--- src/sv/esd_pkg.sv ---
// shared types, constants and decode helpers for the escape sequence decoder
// no dependencies; imported by every module of the block
package esd_pkg;

    // maximum number of octal digits in one escape (1 to 3)
    localparam int MAX_OCTAL_DIGITS = 3;
    localparam logic [2:0] MAX_OCT_W = 3'(MAX_OCTAL_DIGITS);

    // result queue between the decode and output sides
    localparam int QDEPTH = 4;
    localparam int QAW    = $clog2(QDEPTH);

    localparam logic [7:0] CH_BSLASH = 8'h5c;
    localparam logic [7:0] CH_LOW_X  = 8'h78;
    localparam logic [7:0] CH_UP_X   = 8'h58;

    typedef enum logic [2:0] {
        MODE_IDLE = 3'd0,
        MODE_ESC  = 3'd1,
        MODE_OCT  = 3'd2,
        MODE_HEX0 = 3'd3,
        MODE_HEX1 = 3'd4,
        MODE_DROP = 3'd5
    } mode_t;

    typedef enum logic [1:0] {
        ST_OK      = 2'd0,
        ST_UNKNOWN = 2'd1,
        ST_BAD_HEX = 2'd2
    } status_t;

    typedef struct packed {
        logic [7:0] data;
        status_t    status;
        logic       last;
    } res_t;

    // one queue entry holds all results caused by one input transfer
    typedef struct packed {
        logic two;
        res_t r1;
        res_t r0;
    } q_entry_t;

    typedef struct packed {
        logic empty;
        logic full;
    } q_stat_t;

    // octal digit: {valid, value}
    function automatic logic [3:0] oct_val(input logic [7:0] b);
        oct_val = (b >= 8'h30 && b <= 8'h37) ? {1'b1, b[2:0]} : 4'b0;
    endfunction

    // hex digit: {valid, value}
    function automatic logic [4:0] hex_val(input logic [7:0] b);
        logic [4:0] v;
        v = 5'b0;
        if (b >= 8'h30 && b <= 8'h39) begin
            v = {1'b1, b[3:0]};
        end else if ((b >= 8'h61 && b <= 8'h66) || (b >= 8'h41 && b <= 8'h46)) begin
            v = {1'b1, 4'(b[3:0] + 4'd9)};
        end
        return v;
    endfunction

    // named escapes: {found, value}
    function automatic logic [8:0] named_lookup(input logic [7:0] b);
        logic [8:0] v;
        case (b)
            8'h6e:   v = {1'b1, 8'd10};
            8'h74:   v = {1'b1, 8'd9};
            8'h76:   v = {1'b1, 8'd11};
            8'h62:   v = {1'b1, 8'd8};
            8'h72:   v = {1'b1, 8'd13};
            8'h66:   v = {1'b1, 8'd12};
            8'h61:   v = {1'b1, 8'd7};
            8'h5c:   v = {1'b1, 8'd92};
            8'h3f:   v = {1'b1, 8'd63};
            8'h27:   v = {1'b1, 8'd39};
            8'h22:   v = {1'b1, 8'd34};
            default: v = 9'b0;
        endcase
        return v;
    endfunction

endpackage

--- src/sv/esd_front.sv ---
// decode side: accepts raw bytes, tracks the escape state and builds one
// queue entry of up to two results per transfer; uses esd_pkg
module esd_front
    import esd_pkg::*;
(
    input  logic       aclk,
    input  logic       aresetn,
    input  logic       in_accept,
    input  logic [7:0] in_byte,
    input  logic       last_byte,
    output logic       push,
    output q_entry_t   entry
);

    mode_t      mode_reg, mode_next, mid_mode;
    logic [8:0] dv_reg, dv_next, mid_dv;
    logic [1:0] dc_reg, dc_next, mid_dc;

    logic [3:0] ov;
    logic [4:0] hv;
    logic [8:0] nl;
    logic [2:0] dc_inc;

    res_t       res [2];
    logic [1:0] n;
    logic       fresh;
    logic       bad_hex;

    assign ov     = oct_val(in_byte);
    assign hv     = hex_val(in_byte);
    assign nl     = named_lookup(in_byte);
    assign dc_inc = {1'b0, dc_reg} + 3'd1;

    // state after the byte itself, before a closing last byte
    always_comb begin
        mid_mode = MODE_IDLE;
        mid_dv   = '0;
        mid_dc   = '0;
        fresh    = 1'b0;
        case (mode_reg)
            MODE_DROP: begin
                mid_mode = MODE_DROP;
            end
            MODE_OCT: begin
                if (ov[3]) begin
                    if (dc_inc < MAX_OCT_W) begin
                        mid_mode = MODE_OCT;
                        mid_dv   = {dv_reg[5:0], ov[2:0]};
                        mid_dc   = dc_inc[1:0];
                    end
                end else begin
                    fresh = 1'b1;
                end
            end
            MODE_HEX1: begin
                fresh = !hv[4];
            end
            MODE_HEX0: begin
                if (hv[4]) begin
                    mid_mode = MODE_HEX1;
                    mid_dv   = {5'b0, hv[3:0]};
                end else begin
                    mid_mode = MODE_DROP;
                end
            end
            MODE_ESC: begin
                if (ov[3]) begin
                    if (MAX_OCT_W > 3'd1) begin
                        mid_mode = MODE_OCT;
                        mid_dv   = {6'b0, ov[2:0]};
                        mid_dc   = 2'd1;
                    end
                end else if (in_byte == CH_LOW_X || in_byte == CH_UP_X) begin
                    mid_mode = MODE_HEX0;
                end
            end
            default: begin
                fresh = 1'b1;
            end
        endcase
        if (fresh && in_byte == CH_BSLASH) begin
            mid_mode = MODE_ESC;
        end
    end

    // next state: a last byte always leaves the decoder idle
    always_comb begin
        if (last_byte) begin
            mode_next = MODE_IDLE;
            dv_next   = '0;
            dc_next   = '0;
        end else begin
            mode_next = mid_mode;
            dv_next   = mid_dv;
            dc_next   = mid_dc;
        end
    end

    // results caused by this byte
    always_comb begin
        res[0]  = '{data: 8'h00, status: ST_OK, last: 1'b0};
        res[1]  = '{data: 8'h00, status: ST_OK, last: 1'b0};
        n       = 2'd0;
        bad_hex = 1'b0;
        case (mode_reg)
            MODE_DROP: begin
                n = 2'd0;
            end
            MODE_OCT: begin
                if (ov[3]) begin
                    if (dc_inc >= MAX_OCT_W) begin
                        res[0].data = {dv_reg[4:0], ov[2:0]};
                        n = 2'd1;
                    end
                end else begin
                    res[0].data = dv_reg[7:0];
                    n = 2'd1;
                end
            end
            MODE_HEX1: begin
                res[0].data = hv[4] ? {dv_reg[3:0], hv[3:0]} : dv_reg[7:0];
                n = 2'd1;
            end
            MODE_HEX0: begin
                if (!hv[4]) begin
                    res[0].status = ST_BAD_HEX;
                    n = 2'd1;
                    bad_hex = 1'b1;
                end
            end
            MODE_ESC: begin
                if (ov[3]) begin
                    if (MAX_OCT_W <= 3'd1) begin
                        res[0].data = {5'b0, ov[2:0]};
                        n = 2'd1;
                    end
                end else if (in_byte != CH_LOW_X && in_byte != CH_UP_X) begin
                    res[0].data   = nl[8] ? nl[7:0] : in_byte;
                    res[0].status = nl[8] ? ST_OK : ST_UNKNOWN;
                    n = 2'd1;
                end
            end
            default: begin
                n = 2'd0;
            end
        endcase
        // plain byte copied through
        if (fresh && in_byte != CH_BSLASH) begin
            res[n[0]].data   = in_byte;
            res[n[0]].status = ST_OK;
            n = n + 2'd1;
        end
        // an escape still open at the last byte is closed here
        if (last_byte && !bad_hex && mode_reg != MODE_DROP) begin
            case (mid_mode)
                MODE_ESC: begin
                    res[n[0]].data   = 8'h00;
                    res[n[0]].status = ST_UNKNOWN;
                    n = n + 2'd1;
                end
                MODE_OCT, MODE_HEX1: begin
                    res[n[0]].data   = mid_dv[7:0];
                    res[n[0]].status = ST_OK;
                    n = n + 2'd1;
                end
                MODE_HEX0: begin
                    res[n[0]].data   = 8'h00;
                    res[n[0]].status = ST_BAD_HEX;
                    n = n + 2'd1;
                end
                default: begin
                end
            endcase
        end
        // mark the final result of the literal
        if ((last_byte || bad_hex) && n != 2'd0) begin
            if (n == 2'd2) begin
                res[1].last = 1'b1;
            end else begin
                res[0].last = 1'b1;
            end
        end
    end

    assign push      = in_accept && (n != 2'd0);
    assign entry.two = (n == 2'd2);
    assign entry.r0  = res[0];
    assign entry.r1  = res[1];

    // decode state
    always_ff @(posedge aclk) begin
        if (!aresetn) begin
            mode_reg <= MODE_IDLE;
            dv_reg   <= '0;
            dc_reg   <= '0;
        end else if (in_accept) begin
            mode_reg <= mode_next;
            dv_reg   <= dv_next;
            dc_reg   <= dc_next;
        end
    end

`ifndef SYNTHESIS
    // a rejected hex escape always ends the literal's output
    a_bad_hex_last: assert property (@(posedge aclk) disable iff (!aresetn)
        push && entry.r0.status == ST_BAD_HEX |-> entry.r0.last && !entry.two)
        else $error("bad hex result not marked last");

    // the drop mode is left only on a last byte
    a_drop_exit: assert property (@(posedge aclk) disable iff (!aresetn)
        mode_reg == MODE_DROP && in_accept && !last_byte |=> mode_reg == MODE_DROP)
        else $error("drop mode left early");
`endif

endmodule

--- src/sv/esd_fifo.sv ---
// short queue of result entries between the decode and output sides
// uses esd_pkg for the entry type and depth
module esd_fifo
    import esd_pkg::*;
(
    input  logic     aclk,
    input  logic     aresetn,
    input  logic     push,
    input  q_entry_t push_entry,
    input  logic     pop,
    output q_entry_t head,
    output q_stat_t  stat
);

    q_entry_t       mem_reg [QDEPTH];
    logic [QAW-1:0] wr_ptr_reg, rd_ptr_reg;
    logic [QAW:0]   count_reg, count_next;
    logic           do_push, do_pop;

    assign stat.empty = (count_reg == '0);
    assign stat.full  = (count_reg == (QAW+1)'(QDEPTH));
    assign do_push    = push && !stat.full;
    assign do_pop     = pop && !stat.empty;
    assign head       = mem_reg[rd_ptr_reg];

    // occupancy
    always_comb begin
        count_next = count_reg;
        if (do_push && !do_pop) begin
            count_next = count_reg + 1'b1;
        end else if (do_pop && !do_push) begin
            count_next = count_reg - 1'b1;
        end
    end

    // pointers and fill level
    always_ff @(posedge aclk) begin
        if (!aresetn) begin
            wr_ptr_reg <= '0;
            rd_ptr_reg <= '0;
            count_reg  <= '0;
        end else begin
            if (do_push) begin
                wr_ptr_reg <= wr_ptr_reg + 1'b1;
            end
            if (do_pop) begin
                rd_ptr_reg <= rd_ptr_reg + 1'b1;
            end
            count_reg <= count_next;
        end
    end

    // entry storage
    always_ff @(posedge aclk) begin
        if (do_push) begin
            mem_reg[wr_ptr_reg] <= push_entry;
        end
    end

`ifndef SYNTHESIS
    a_no_overflow: assert property (@(posedge aclk) disable iff (!aresetn)
        count_reg <= (QAW+1)'(QDEPTH))
        else $error("queue fill level out of range");

    a_push_counts: assert property (@(posedge aclk) disable iff (!aresetn)
        do_push && !do_pop |=> count_reg == $past(count_reg) + 1'b1)
        else $error("push lost");
`endif

endmodule

--- src/sv/esd_back.sv ---
// output side: takes entries from the queue and sends their results one
// per transfer through an output register; uses esd_pkg
module esd_back
    import esd_pkg::*;
(
    input  logic     aclk,
    input  logic     aresetn,
    input  q_entry_t head,
    input  q_stat_t  stat,
    output logic     pop,
    input  logic     m_ready,
    output logic     m_valid,
    output res_t     m_res
);

    logic phase_reg, phase_next;
    logic valid_reg;
    res_t res_reg;
    logic load;

    assign load    = !valid_reg || m_ready;
    assign m_valid = valid_reg;
    assign m_res   = res_reg;

    // a two-result entry is popped only when its second result is loaded
    always_comb begin
        pop        = 1'b0;
        phase_next = phase_reg;
        if (load && !stat.empty) begin
            if (!phase_reg && head.two) begin
                phase_next = 1'b1;
            end else begin
                pop        = 1'b1;
                phase_next = 1'b0;
            end
        end
    end

    // output register
    always_ff @(posedge aclk) begin
        if (!aresetn) begin
            valid_reg <= 1'b0;
            phase_reg <= 1'b0;
        end else begin
            phase_reg <= phase_next;
            if (load) begin
                valid_reg <= !stat.empty;
            end
        end
    end

    always_ff @(posedge aclk) begin
        if (load && !stat.empty) begin
            res_reg <= phase_reg ? head.r1 : head.r0;
        end
    end

`ifndef SYNTHESIS
    a_phase_entry: assert property (@(posedge aclk) disable iff (!aresetn)
        phase_reg |-> !stat.empty && head.two)
        else $error("second result pending without a two-result entry");
`endif

endmodule

--- src/sv/escape_sequence_decoder.sv ---
// top level of the escape sequence decoder: decode side, result queue and
// output side; depends on esd_pkg, esd_front, esd_fifo and esd_back
//
//  port group   dir  contents
//  s_*          in   raw body byte (tdata), end of literal (tlast)
//  m_*          out  decoded byte (tdata), status (tuser), final result (tlast)
//
// one input transfer per cycle while the queue is not full; each byte gives
// zero, one or two results; results leave one per cycle while m_tready is high,
// so two-result bytes fill the four-entry queue and stall the input only when
// it is full; aresetn is synchronous and clears the decode state, queue and
// output valid; either side may stall freely; the queue decouples the two
module escape_sequence_decoder
    import esd_pkg::*;
(
    input  logic       aclk,
    input  logic       aresetn,
    input  logic       s_tvalid,
    output logic       s_tready,
    input  logic [7:0] s_tdata,   // [7:0] in_byte
    input  logic       s_tlast,
    output logic       m_tvalid,
    input  logic       m_tready,
    output logic [7:0] m_tdata,   // [7:0] out_byte
    output logic [1:0] m_tuser,   // [1:0] status
    output logic       m_tlast
);

    q_entry_t entry, head;
    q_stat_t  stat;
    logic     push, pop, in_accept;
    res_t     m_res;

    assign s_tready  = !stat.full;
    assign in_accept = s_tvalid && s_tready;

    esd_front u_front (
        .aclk      (aclk),
        .aresetn   (aresetn),
        .in_accept (in_accept),
        .in_byte   (s_tdata),
        .last_byte (s_tlast),
        .push      (push),
        .entry     (entry)
    );

    esd_fifo u_fifo (
        .aclk       (aclk),
        .aresetn    (aresetn),
        .push       (push),
        .push_entry (entry),
        .pop        (pop),
        .head       (head),
        .stat       (stat)
    );

    esd_back u_back (
        .aclk    (aclk),
        .aresetn (aresetn),
        .head    (head),
        .stat    (stat),
        .pop     (pop),
        .m_ready (m_tready),
        .m_valid (m_tvalid),
        .m_res   (m_res)
    );

    assign m_tdata = m_res.data;
    assign m_tuser = m_res.status;
    assign m_tlast = m_res.last;

endmodule

--- config.mk ---
export PLATFORM = sky130hd
export DESIGN_NAME = escape_sequence_decoder
export DESIGN_NICKNAME = d
export VERILOG_FILES = /design/src/sv/esd_pkg.sv /design/src/sv/esd_front.sv /design/src/sv/esd_fifo.sv /design/src/sv/esd_back.sv /design/src/sv/escape_sequence_decoder.sv
export SDC_FILE = /design/constraint.sdc
export NUM_CORES = 1
export LEC_CHECK = 0
export BUFFER_PORTS_ARGS = -buffer_cell sky130_fd_sc_hd__buf_2
export CORE_AREA = 10 10 137 139
export DETAILED_ROUTE_END_ITERATION = 7
export DIE_AREA = 0 0 147 149
export GPL_ROUTABILITY_DRIVEN = 0
export PLACE_DENSITY_LB_ADDON = 0.3
export REMOVE_ABC_BUFFERS = 1
export SLEW_MARGIN = 40
export SYNTH_ARGS = -nofsm -noshare
export SYNTH_HDL_FRONTEND = slang
export SYNTH_SLANG_ARGS = --single-unit
--- constraint.sdc ---
create_clock -name aclk -period 6 [get_ports aclk]
set_input_delay 1.2 -clock aclk [delete_from_list [all_inputs] [get_ports aclk]]
set_output_delay 1.2 -clock aclk [all_outputs]
set_load 0.01 [all_outputs]
==> results.md <==
- Final net count: 579
- WL final: 14700 um
- Drt pass-1 iters: 6
- Crit path largest cell delay: 0.55 ns
- Synth Warn #: 0
- Cells after Synth: 532
- Comb power frac: 20.0%
- Initial antenna violation count: 0
- Clock sinks: 127
- Post-DP Area: 6731 um2
- CTS buffer count: 17
- Psw: 720.4 uW
- Largest net degree at the start of global routing: 26
- Final routed DRC violation total: 0
- Starting density of the core: 39.64%
- CTS Root Cell: clkbuf_16
- Leak: 2.455 nW
- CTS tree: built
- Share of the synthesized area in the top cell type: 48.25%
- CP startpoint kind: input port
- Area of the core: 16170 um2
- Commonest non-fill, non-tap cell in the layout: edfxtp_1
- Met1 global-route usage: 17.69%
- Layout Skew: 0.009331 ns
- Die height: 149 um
- RSZ-0062 raised after global routing: no
- Routed vias/inst: 5.669
- Post_cts resized: 0
- WP data required: 6.33 ns
- Cts hold-fix bufs: 0
- Initial drt markers: 672
- Total negative slack: 0 ns
- Status: completed
- Area contributors post-synth: edfxtp_1 (48%), mux4_2 (8.1%), dfxtp_1 (7.5%)
- Fin. Hold Viols: 0
- Via count: 4456
- Post-detail-place hpwl: 9998 um
- Gr usage total: 13.81%
- Fin crit share: 81.00%
- Placed Cells: 754
- Mean Syn Cell Area: 12.05 um2
- Register area share after synthesis: 55.75%
- Area growth, synth to finish: 14.02%
- Fraction of layout cells with a size suffix above 1: 18.55%
- Switching share of power: 27.01%
- IO Port Bufs: 25
- Worst Hold Class: flop to flop
- Maximum clock rate: 0.2058 GHz
- Largest area contributor in the netlist: edfxtp_1
- Primary FF master, synth: edfxtp_1
- FFs w/ async S/R, synth: 0%
- Vias in the first global route: 4483
- Slew HR: 48.90%
- # Max-Cap Violations: 0
- Cell mode on critical path: ha_1
- Internal Pwr Total: 1.947 mW
- N_diodes: 0
- Maximum vdd ir drop: 224.6 uV
- Cell area after synthesis: 6410 um2
- Seq cells post-synth: 127
- Crit path kind: input port to flop
- First-pass GRT wire length: 23920 um
- GRT met2 Usage: 21.99%
- Final cell count without fillers: 786
- Post-route cell area: 7308 um2
- DR WL/cell: 18.70 um
- GRT met3 Usage: 3.337%
- Slowest CP cell: ha_1
- Largest register FFs: 92
- Depth of the CTS H-tree: 4
- Die area: 21900 um2
- Rows: 47
- Setup violators final: 0
- Least-Margin Pin Slew: 0.7606 ns
- Final min period: 4.860 ns
- Critical path arrival: 5.19 ns
- Power per Cell Area: 364.9 nW/um2
- Filler cells: 1478
- Clk buf depth: 2
- Number of flops mapped to enable cells by yosys: 103
- Seq pwr share: 43.2%
- Clock Power Share: 36.8%
- Clock transition at path regs: 0.06 ns
- Most frequent cells in the layout: edfxtp_1 (103), nand2_1 (75), buf_2 (25), dfxtp_1 (24)
- Die X: 147 um
- Critical path capture point type: flop
- Gr ovfl total: 0
- ANT nets after route: 0
- Post-CTS Setup Bufs: 0
- Family with the most delay on the worst path: adder cells
- Final Slew Violations: 0
- Yosys cell types: 72
- Max Fanout on Critical Path: 12
- Finished Core Util: 45.19%
- I/O pin count: 26
- Clk Latency, worst-skew pair: 0.41 ns
- GRT Max-Usage Layer: met2
- Crit-path cells: buf_2, inv_1, ha_1, nand4b_1, nor2_1, or4_1, o2111ai_1, ha_1, nor2_1, o21ai_0, o211a_1, ha_1, inv_1, fa_1, xor2_1, or3_1, a21boi_0
- Buf/Inv on CP: 3
-- power groups by stage --
stage | clock (mW) | combinational, mW | sequential [mW]
after detailed placement | 0 | 0.545 | 1.17
after CTS | 0.998 | 0.548 | 1.16
after global placement | 0 | 0.538 | 1.17
after floorplan | 0 | 0.313 | 1.21
after global routing | 1.04 | 0.600 | 1.16
final | 0.982 | 0.532 | 1.15
-- cell families (layout without fill, tap and decap cells) --
logic type / Yosys count / after routing / share of synthesized area, %
AOI/OAI and AO/OA: 114 / 114 / 12.84
xor gates and xnor gates: 4 / 4 / 0.5467
adders and majority gates: 13 / 13 / 2.655
buffers and inverters: 50 / 84 / 3.396
DFF: 127 / 127 / 55.75
muxes: 32 / 32 / 9.487
and+or+nand+nor: 192 / 192 / 15.32
-- per-layer routing --
metal,routed length [um],up-vias
met5,0,-
met4,364,0
met3,944,40
met2,7005,203
met1,6388,2143
li1,-,2070
-- Yosys cell counts (4+ instances only) --
| master | instances |
|---|---|
| nand3b_1 | 4 |
| dfxtp_1 | 24 |
| clkbuf_1 | 17 |
| ha_1 | 12 |
| nor4_1 | 6 |
| nor2_1 | 23 |
| and3_1 | 4 |
| inv_1 | 16 |
| edfxtp_1 | 103 |
| o31ai_1 | 5 |
| o21ai_0 | 11 |
| a22o_1 | 9 |
| mux4_2 | 23 |
| o221ai_1 | 4 |
| nand2b_1 | 7 |
| o22ai_1 | 8 |
| nand3_1 | 18 |
| or3_1 | 4 |
| buf_2 | 9 |
| a22oi_1 | 9 |
| mux2i_1 | 9 |
| and2_1 | 13 |
| a21boi_0 | 12 |
| a31oi_1 | 4 |
| a21oi_1 | 20 |
| nand2_1 | 75 |
| nor2b_1 | 7 |
| buf_1 | 4 |
| nor3_1 | 10 |
-- cell type report --
type / instances / area [um2] / share of cell area [%]
multi-input cells: 355 / 2625 / 35.92
repair buffers: 35 / 200.2 / 2.739
clock inverters: 13 / 137.6 / 1.883
clock buffers: 19 / 432.9 / 5.924
flip-flops and latches: 127 / 3573 / 48.90
inverters: 17 / 63.81 / 0.8731
well taps: 220 / 275.3 / 3.766
-- stage by stage --
| stage | hold WS, ns | setup WS, ns | total power, mW |
|---|---|---|---|
| floorplan | 0.4537 | 1.498 | 1.528 |
| global placement | 0.4657 | 0.9756 | 1.705 |
| detailed placement | 0.4691 | 0.7911 | 1.719 |
| CTS | 0.4765 | 1.200 | 2.702 |
| global route | 0.5079 | 0.8288 | 2.808 |
| finish | 0.4742 | 1.140 | 2.667 |
-- worst min-delay path: cells and delay by family, from the launching register on --
| family | cells | cell delay, ns |
|---|---|---|
| and+or+nand+nor | 1 | 0.05 |
| AOI/OAI and AO/OA | 1 | 0.06 |
| DFF | 1 | 0.32 |
-- worst paths after layout --
check / slack, ns / startpoint / cells past startpoint / to
worst min register to register: 0.47 / u_back.m_valid / 2 / u_back.m_valid
worst max-delay path: 1.14 / s_tdata[0] / 17 / u_fifo.count_reg[2]
worst min-delay path: 0.47 / u_back.m_valid / 2 / u_back.m_valid
worst max register to register: 1.96 / u_front.mode_reg[1] / 13 / u_fifo.count_reg[2]
Note: power is estimated with default switching activity, not from simulation.
